**src/rtl/core/affine_window_bilinear_warp_defines.svh**
```systemverilog
`ifndef AFFINE_WINDOW_BILINEAR_WARP_DEFINES_SVH
`define AFFINE_WINDOW_BILINEAR_WARP_DEFINES_SVH

// Same-cycle implication, checked on the rising edge of clk outside reset.
`define AWBW_ASSERT_IMPLY(lbl, ante, cons, msg) \
  lbl: assert property (@(posedge clk) disable iff (!rst_n) (ante) |-> (cons)) \
    else $error(msg);

// Next-cycle implication, checked on the rising edge of clk outside reset.
`define AWBW_ASSERT_NEXT(lbl, ante, cons, msg) \
  lbl: assert property (@(posedge clk) disable iff (!rst_n) (ante) |=> (cons)) \
    else $error(msg);

`endif

```
**src/rtl/core/awbw_pkg.sv**
```systemverilog
package awbw_pkg;

  localparam int WIN_RAD    = 8;
  localparam int MASK_RAD   = 4;
  localparam int WIN_DIM    = 2 * WIN_RAD + 1;
  localparam int BANK_DIM   = WIN_RAD + 1;
  localparam int BANK_DEPTH = BANK_DIM * BANK_DIM;
  localparam int BANK_AW    = $clog2(BANK_DEPTH);
  localparam int NBANK      = 4;
  localparam int COORD_W    = $clog2(WIN_DIM + 1);

  localparam int IDX_W  = 5;
  localparam int PIX_W  = 8;
  localparam int MPOS_W = 4;
  localparam int COEF_W = 16;
  localparam int STAT_W = 2;
  localparam int REG_W  = 2;
  localparam int FRAC_W = 12;
  localparam int ONE_Q  = 1 << FRAC_W;

  localparam int X_W   = MPOS_W + 1;
  localparam int P_W   = X_W + COEF_W;
  localparam int T_W   = P_W + 2;
  localparam int F_W   = T_W - FRAC_W;
  localparam int W_W   = 2 * FRAC_W + 1;
  localparam int M_W   = W_W + PIX_W;
  localparam int ACC_W = M_W + 2;
  localparam int PR_W  = 2 * COEF_W;
  localparam int DET_W = PR_W + 1;

  localparam longint DET_LO = longint'(1) << (2 * FRAC_W - 1);
  localparam longint DET_HI = longint'(1) << (2 * FRAC_W + 1);

  localparam logic CMD_LOAD = 1'b0;
  localparam logic CMD_WARP = 1'b1;

  typedef enum logic [STAT_W-1:0] {
    ST_OK      = 2'd0,
    ST_REJECT  = 2'd1,
    ST_OUTSIDE = 2'd2,
    ST_LOAD    = 2'd3
  } awbw_status_t;

  typedef enum logic [REG_W-1:0] {
    REG_COEF_A = 2'd0,
    REG_COEF_B = 2'd1,
    REG_COEF_C = 2'd2,
    REG_COEF_D = 2'd3
  } awbw_reg_t;

  typedef struct packed {
    logic               en;
    logic [BANK_AW-1:0] addr;
    logic [PIX_W-1:0]   data;
  } awbw_wr_t;

  // Entry of a window coordinate inside its parity bank.
  function automatic logic [BANK_AW-1:0] bank_addr(input logic [COORD_W-1:0] row,
                                                   input logic [COORD_W-1:0] col);
    logic [COORD_W-2:0] rh;
    logic [COORD_W-2:0] ch;
    rh = row[COORD_W-1:1];
    ch = col[COORD_W-1:1];
    return BANK_AW'(rh * BANK_DIM) + BANK_AW'(ch);
  endfunction

endpackage

```
**src/rtl/core/awbw_bank.sv**
```systemverilog
module awbw_bank (
  input  logic                         clk,
  input  awbw_pkg::awbw_wr_t           wr,
  input  logic                         rd_en,
  input  logic [awbw_pkg::BANK_AW-1:0] rd_addr,
  output logic [awbw_pkg::PIX_W-1:0]   rd_data
);
  import awbw_pkg::*;

  logic [PIX_W-1:0] mem [BANK_DEPTH];
  logic [PIX_W-1:0] rd_data_r;

  always_ff @(posedge clk) begin
    if (wr.en) begin
      mem[wr.addr] <= wr.data;
    end
  end

  always_ff @(posedge clk) begin
    if (rd_en) begin
      rd_data_r <= mem[rd_addr];
    end
  end

  assign rd_data = rd_data_r;

endmodule

```
**config.mk**
```make
export PLATFORM = sky130hd
export DESIGN_NAME = awbw_bank
export DESIGN_NICKNAME = d
export VERILOG_FILES = /design/src/rtl/core/affine_window_bilinear_warp_defines.svh /design/src/rtl/core/awbw_pkg.sv /design/src/rtl/core/awbw_bank.sv
export SDC_FILE = /design/constraint.sdc
export NUM_CORES = 1
export LEC_CHECK = 0
export BUFFER_PORTS_ARGS = -buffer_cell sky130_fd_sc_hd__buf_2
export CORE_MARGIN = 8
export CORE_UTILIZATION = 31
export DETAILED_ROUTE_END_ITERATION = 7
export SETUP_SLACK_MARGIN = 0.2
export SKIP_CTS_REPAIR_TIMING = 1
export SLEW_MARGIN = 5
export SYNTH_ARGS = -nofsm -noshare
export SYNTH_HDL_FRONTEND = slang
export SYNTH_SLANG_ARGS = --single-unit
```
**constraint.sdc**
```tcl
create_clock -name clk -period 6.36 [get_ports clk]
set_input_delay 1.272 -clock clk [delete_from_list [all_inputs] [get_ports clk]]
set_output_delay 1.272 -clock clk [all_outputs]
set_load 0.005 [all_outputs]
```
==> Word level (Yosys, flattened, before mapping) <==
Memory sizes are Yosys's and may differ from the RTL's. A register that Yosys moved wholly into a read port is not among the register bits.
Index checks and enable logic that the tools add are counted.
{ "op_classes": {"n_mux": 2} }
{ "op_table": {"columns": ["op", "count"], "rows": [
  ["2-to-1 mux 1 bit", 2]
]} }
{ "totals": {"wordCells": 3, "out_inout_bits": 8, "regBits": 0, "memories": 1, "ramBits": 648} }
{ "memory_table": {"columns": ["memory", "depth", "word_bits", "read_ports", "rd_clocked_by_memory_dff", "write_ports", "line", "source"], "rows": [
  ["mem", 81, 8, 1, 1, 1, "awbw_bank.sv:10", "logic [PIX_W-1:0] mem [BANK_DEPTH];"]
]} }

==> Logic depth before layout (Yosys ltp) <==
Gate-level depths: netlist of run 1.
{ "depth": {"depth_word": 2, "ltp_mapped": 9, "depth_no_buf": 5} }

==> Least setup slack after synthesis of run 1 <==
No wires, ideal clock.
{ "synth_timing": {"path_type": "input to register", "from": "in rd_addr[0] (netlist bit)", "to": "reg rd_data_r[3] (netlist: rd_data[3]), read port of mem (data pin)", "arrival_ns": 2.785, "cell_stages": 9, "setup_slack_ns": 3.312, "setup_ns": 0.263, "path_buffers": 4, "cell_sequence": "buf_6 > buf_8 > buf_6 > buf_2 > mux2_2 > a221oi_1 > o211ai_1 > o211ai_1 > nand2_1"} }
{ "synth_rtl": {"columns": ["element", "line", "source"], "rows": [
  ["start, declared", "awbw_bank.sv:5", "input logic [awbw_pkg::BANK_AW-1:0] rd_addr,"],
  ["end, declared", "awbw_bank.sv:11", "logic [PIX_W-1:0] rd_data_r;"]
]} }

==> flow_summary.ini, run 1 <==
[grt]
grt_max_degree = 82
grt_usage = 0.127
antenna_found_initial = 9
gr-total-overflow = 0
grt_pass1_wl_mm = 85.8
grt_pass1_vias = 12500

[setup_path]
end_kind = flop
worst-setup-path-type = in2reg
arrival_ns = 4.23
path_cells = buf_8 > buf_4 > mux4_2 > mux2i_1 > o22ai_1 > nor4_1 > nand2_1
startpoint_type = input port
slowest_delay_ns = 0.60
cp_max_fo = 68
worstPathRequired_ns = 6.66
critPathSlowestCell = nor4_1

[finish]
areaGrowthSynthToFinish_pct = 13.8
design_area_sq_um = 29100
final_net_count = 1290
drive_gt1_frac = 0.247
stdcell_count = 2385
final_common_cell = edfxtp_1
final_core_util = 0.355
final_cell_mix = edfxtp_1 (656), mux4_2 (154), nor2_1 (83), clkbuf_16 (69), mux2i_1 (61)

[place]
dp_hpwl_mm = 35.2
placed_cells = 2266
gp_congestion = 0.825
dpl_cell_area_sq_um = 27000
io_buffers = 32

[power_and_ir_drop]
powerDensity_nw_per_um2 = 309
power.leakage_nw = 8.94
vdd_ir_drop_max_uv = 162

[yosys]
yosysWarnings = 0
ys_types = 36
async_flop_share = 0
synth_top_family_by_area = multiplexers
ys_seq_area_frac = 0.771
syn_inst = 1197
syn_area_sq_um = 25500
synth_area_per_cell_sq_um = 21.3
synth_compound_area_frac = 0.0171
synthMuxAreaShare = 0.166
synth_edf_count = 656
synth_fa_ha_area_frac = 0
synth_xor_area_frac = 0
synthSimpleGateAreaFrac = 0.0324
synth_flop_cell = edfxtp_1
syn_nets = 1222
ys_ff_latch = 656

[floorplan]
core-area_sq_um = 81800
initial_core_util = 0.312
die_width_microns = 303
die_h_microns = 303
rows = 105
ios = 33
die-area_sq_um = 91800

[timing]
setup_violations = 0
clock.fmax_mhz = 255
rsz0062_at_grt = false
final.setup.tns_ns = 0
drv_slew = 0
skew_ns = 0.0216
maxSlewHeadroom = 0.296
tightest_slew_ns = 1.05
fin_crit_sh = 0.617
hold_viol = 0
hold_slack_ns = 0.666
period_minus_slack_ns = 3.93

[drt]
first_pass_iters = 5
wirelength_mm = 58.0
viasPerCell = 5.07
routedWlPerCell_microns = 24.3
top_layer = met5
met3WireLength_mm = 4.39
dr_wl_met2_mm = 27.0
drcViolationCount = 0
m1WireLength_mm = 25.2
drtIter0Drc = 1161
ant_nets = 0
vias = 12100

[clock_network]
clockBufferDepth = 3
cts_root_buf = clkbuf_16
path_clk_slew_ns = 0.06
cts_max_level = 3
cts_tree = yes
cts_buffers = 67
clkLatencyLatePin_ns = 0.58
cts_sinks = 656

[run_status]
status = finished clean

[worst_hold_path]
min_path_type = reg2reg

[flow_run]
maxCapViolCount = 0
-- power by group --
part	internal, mW	total (mW)	switching [mW]
sequential	4.78	4.79	0.00794
combinational	0.150	0.415	0.266
clock	2.19	3.76	1.58
total	7.12	8.97	1.85
-- logic make-up after synthesis --
group,after synthesis
AND/OR/NAND/NOR,187
multiplexers,229
flip-flops,656
AO/OA/AOI/OAI,62
buffers and inverters,63
-- synthesized netlist by cell type (2+ instances only) --
master,number,share of area
buf_4,3,0.00088
a221oi_2,2,0.0012
nor4_1,9,0.0022
buf_1,6,0.00088
o21ai_0,2,0.00039
mux4_2,154,0.14
buf_6,5,0.0022
o22ai_1,14,0.0034
nor2b_1,10,0.0024
o211ai_1,14,0.0041
edfxtp_1,656,0.77
nand3_1,13,0.0025
buf_2,19,0.0037
nand4_1,2,0.00049
nor3_1,12,0.0024
nor2_1,83,0.012
nor3b_1,3,0.00088
clkbuf_1,26,0.0038
mux2_2,14,0.0062
nand2_1,46,0.0068
a21oi_1,15,0.0029
mux2i_1,61,0.024
a221oi_1,12,0.0041
nand2b_1,4,0.00098
-- path summary, 6_finish.rpt --
| check | startpoint | to | slack [ns] | depth (start not counted) |
|---|---|---|---|---|
| max | rd_addr[0] | rd_data[4] | 2.43 | 7 |
| max reg2reg | mem[3][4] | rd_data[4] | 4.01 | 5 |
| min | mem[80][6] | rd_data[6] | 0.67 | 3 |
| min reg2reg | mem[80][6] | rd_data[6] | 0.67 | 3 |
-- stage by stage --
stage	power, mW	setup WS, ns
finish	8.97	2.43
global route	9.22	2.19
CTS	9.04	2.34
detailed placement	5.30	1.71
global placement	5.30	1.73
floorplan	5.12	3.31
-- area by class of cell --
type | count | area (sq um)
clock inverters | 38 | 315
repair buffers | 60 | 408
clock buffers | 80 | 1770
well taps | 1070 | 1340
diodes | 1 | 2.50
flip-flops and latches | 656 | 19700
multi-input cells | 478 | 5510
fillers | 7520 | 52800
inverters | 2 | 7.51
-- state kept, by name, summed over array words and instances (netlist names) --
register,flops
rd_data,8
mem,648
-- metal layers --
metal | vias up | GRT usage
met3 | 91 | 0.0287
met5 | - | 0
met4 | 10 | 0.0418
li1 | 5133 | -
met2 | 396 | 0.195
met1 | 6451 | 0.177
-- critical path, delay by kind of cell --
kind / cells / cell delay, ns
buffers and inverters: 2 / 1.13
muxes: 2 / 0.83
AOI/OAI and AO/OA: 1 / 0.18
and+or+nand+nor: 2 / 0.71
No activity file was read; power rests on OpenSTA's default activity.
==> run 2: changes to the inputs <==
--- a/config.mk
+++ b/config.mk
@@ -5,6 +5,7 @@
 export SDC_FILE = /design/constraint.sdc
 export NUM_CORES = 1
 export LEC_CHECK = 0
+export ABC_AREA = 1
 export BUFFER_PORTS_ARGS = -buffer_cell sky130_fd_sc_hd__buf_2
 export CORE_MARGIN = 8
 export CORE_UTILIZATION = 31
==> constraint.sdc (replaced) <==
create_clock -name clk -period 3.3 [get_ports clk]
set_input_delay 0.66 -clock clk [delete_from_list [all_inputs] [get_ports clk]]
set_output_delay 0.66 -clock clk [all_outputs]
set_load 0.005 [all_outputs]
==> run 2 against run 1 <==
Count of clock-buffer cells in the layout grew 6. Die area up 5.1%. Worst hold slack got worse by 0.20 ns. Combinational power grew to 2.6 times the previous value. Global-route usage is 1.7 points higher. Via count up 41%. Cell area increased by 5.0%. Core utilization is 0.17 points lower. Flip-flop and latch count unchanged. Wire length up 23%. First-iteration DRC count rose by 55%. Synthesized cell count up 89%. Critical path type unchanged. Largest cell class unchanged.
==> flow_summary.ini, run 2 <==
[drt]
vias = 17100
drtIter0Drc = 1800
wirelength_mm = 71.2
drcViolationCount = 0
ant_nets = 0
routedWlPerCell_microns = 20.3
viasPerCell = 4.87
first_pass_iters = 5

[timing]
maxSlewHeadroom = 0.279
period_minus_slack_ns = 2.25
setup_ws_ns = 1.05
rsz0062_at_grt = false
hold_viol = 0
tightest_slew_ns = 1.08
final.setup.tns_ns = 0
hold_slack_ns = 0.465
skew_ns = 0.0249
drv_slew = 0
setup_violations = 0
fin_crit_sh = 0.681
clock.fmax_mhz = 445

[clock_network]
cts_sinks = 656
cts_root_buf = clkbuf_16
path_clk_slew_ns = 0.06
clkLatencyLatePin_ns = 0.60
cts_buffers = 66
clockBufferDepth = 3
cts_max_level = 3
cts_tree = yes

[place]
dp_hpwl_mm = 41.7
gp_congestion = 0.865
dp_slack_ns = 0.492
placed_cells = 3391
io_buffers = 32

[finish]
fillers = 8388
largest_reg_flops = 648
final_common_cell = nand2_1
drive_gt1_frac = 0.0863
final_cell_mix = nand2_1 (723), edfxtp_1 (656), nand3_1 (471), nor2_1 (147), buf_4 (72)
areaGrowthSynthToFinish_pct = 13.3
final_net_count = 2329
regMostFlops = mem
stdcell_count = 3508

[worst_hold_path]
min_path_type = in2reg
hold_start = rd_en

[yosys]
yosysMostFrequentCell = nand2_1
ys_types = 23
ys_seq_area_frac = 0.732
yosysWarnings = 0
syn_nets = 2286
yosys.area.top_type = edfxtp_1
ys_ff_latch = 656
syn_inst = 2261
synthDominantCellAreaShare = 0.732
synthTopCellsByArea = edfxtp_1 (73%), nand2_1 (10%), nand3_1 (8.8%), nor2_1 (2.1%), buf_6 (1.3%)
synth_area_per_cell_sq_um = 11.9
synth_flop_cell = edfxtp_1
async_flop_share = 0
syn_area_sq_um = 26900
synth_edf_count = 656
synthTopCellsByCount = nand2_1 (723), edfxtp_1 (656), nand3_1 (471)

[run_status]
status = finished clean

[grt]
grt_max_degree = 82
gr-total-overflow = 0
grt_pass1_wl_mm = 107
grt_usage = 0.143
grt_pass1_vias = 16700
antenna_found_initial = 2

[setup_path]
worstPathRequired_ns = 3.52
end_kind = flop
arrival_ns = 2.47
worst-setup-path-type = in2reg
crit_start = wr[8]
r2r-start = mem[3][3]
startpoint_type = input port
cp_max_fo = 8
rrSetupSlack_ns = 1.65

[floorplan]
initial_core_util = 0.312
rows = 108
die-area_sq_um = 96500
die_width_microns = 311
ios = 33
core-area_sq_um = 86300
die_h_microns = 311

[power_and_ir_drop]
power.total_mw = 17.4
power.leakage_nw = 10.6
vdd_ir_drop_max_uv = 338
powerDensity_nw_per_um2 = 571

[flow_run]
maxCapViolCount = 0
==> run 2: final timing paths <==
| path | end | depth (start not counted) |
|---|---|---|
| setup reg to reg | rd_data[3] | 10 |
| hold / removal | rd_data[3] | 1 |
| setup / recovery | mem[19][0] | 5 |
| hold reg to reg | rd_data[6] | 4 |
==> run 2: kinds of logic (layout without fill, tap and decap cells) <==
logic type	after synthesis	after routing	synth area share
simple gates	1358	1358	0.212
compound gates	84	84	0.0187
flops	656	656	0.732
other cells	0	2	0
buf+inv	163	253	0.0369
==> run 2: final cells by class <==
class                      count  area, sq um  area share
inverter                      25          104     0.00340
clock inverter                29          210     0.00689
timing repair buffer         113         1030      0.0336
multi-input combinational   1442         6220       0.204
sequential                   656        19700       0.646
tap                         1155         1450      0.0474
antenna                        2         5.00    0.000164
clock buffer                  86         1790      0.0587
==> run 2: critical path: stages <==
cell     delay (ns)
buf_2          0.12
inv_1          0.08
nor3_1         0.28
nand2_1        0.47
nor2_1         0.84
==> run 2: through the flow <==
step / cell area, sq um / utilization
floorplan: 26900 / -
global placement: 28500 / 0.330
detailed placement: 28500 / 0.330
CTS: 30500 / 0.353
global route: 30500 / 0.353
finish: 30500 / 0.353
==> run 2: routing by layer <==
layer	wire (microns)	share of wire	vias to the layer above	global-route usage
met5	0	0	-	0
met4	2720	0.038	0	0.0631
met3	4650	0.065	122	0.0261
met2	34500	0.49	564	0.238
met1	29300	0.41	8329	0.183
li1	-	-	8064	-
==> run 2: power breakdown <==
part	total, mW	leakage [nW]	internal (mW)	switching (mW)
clock network	7.11	0.976	4.05	3.06
logic	1.06	3.74	0.272	0.791
registers	9.23	5.90	9.21	0.0216
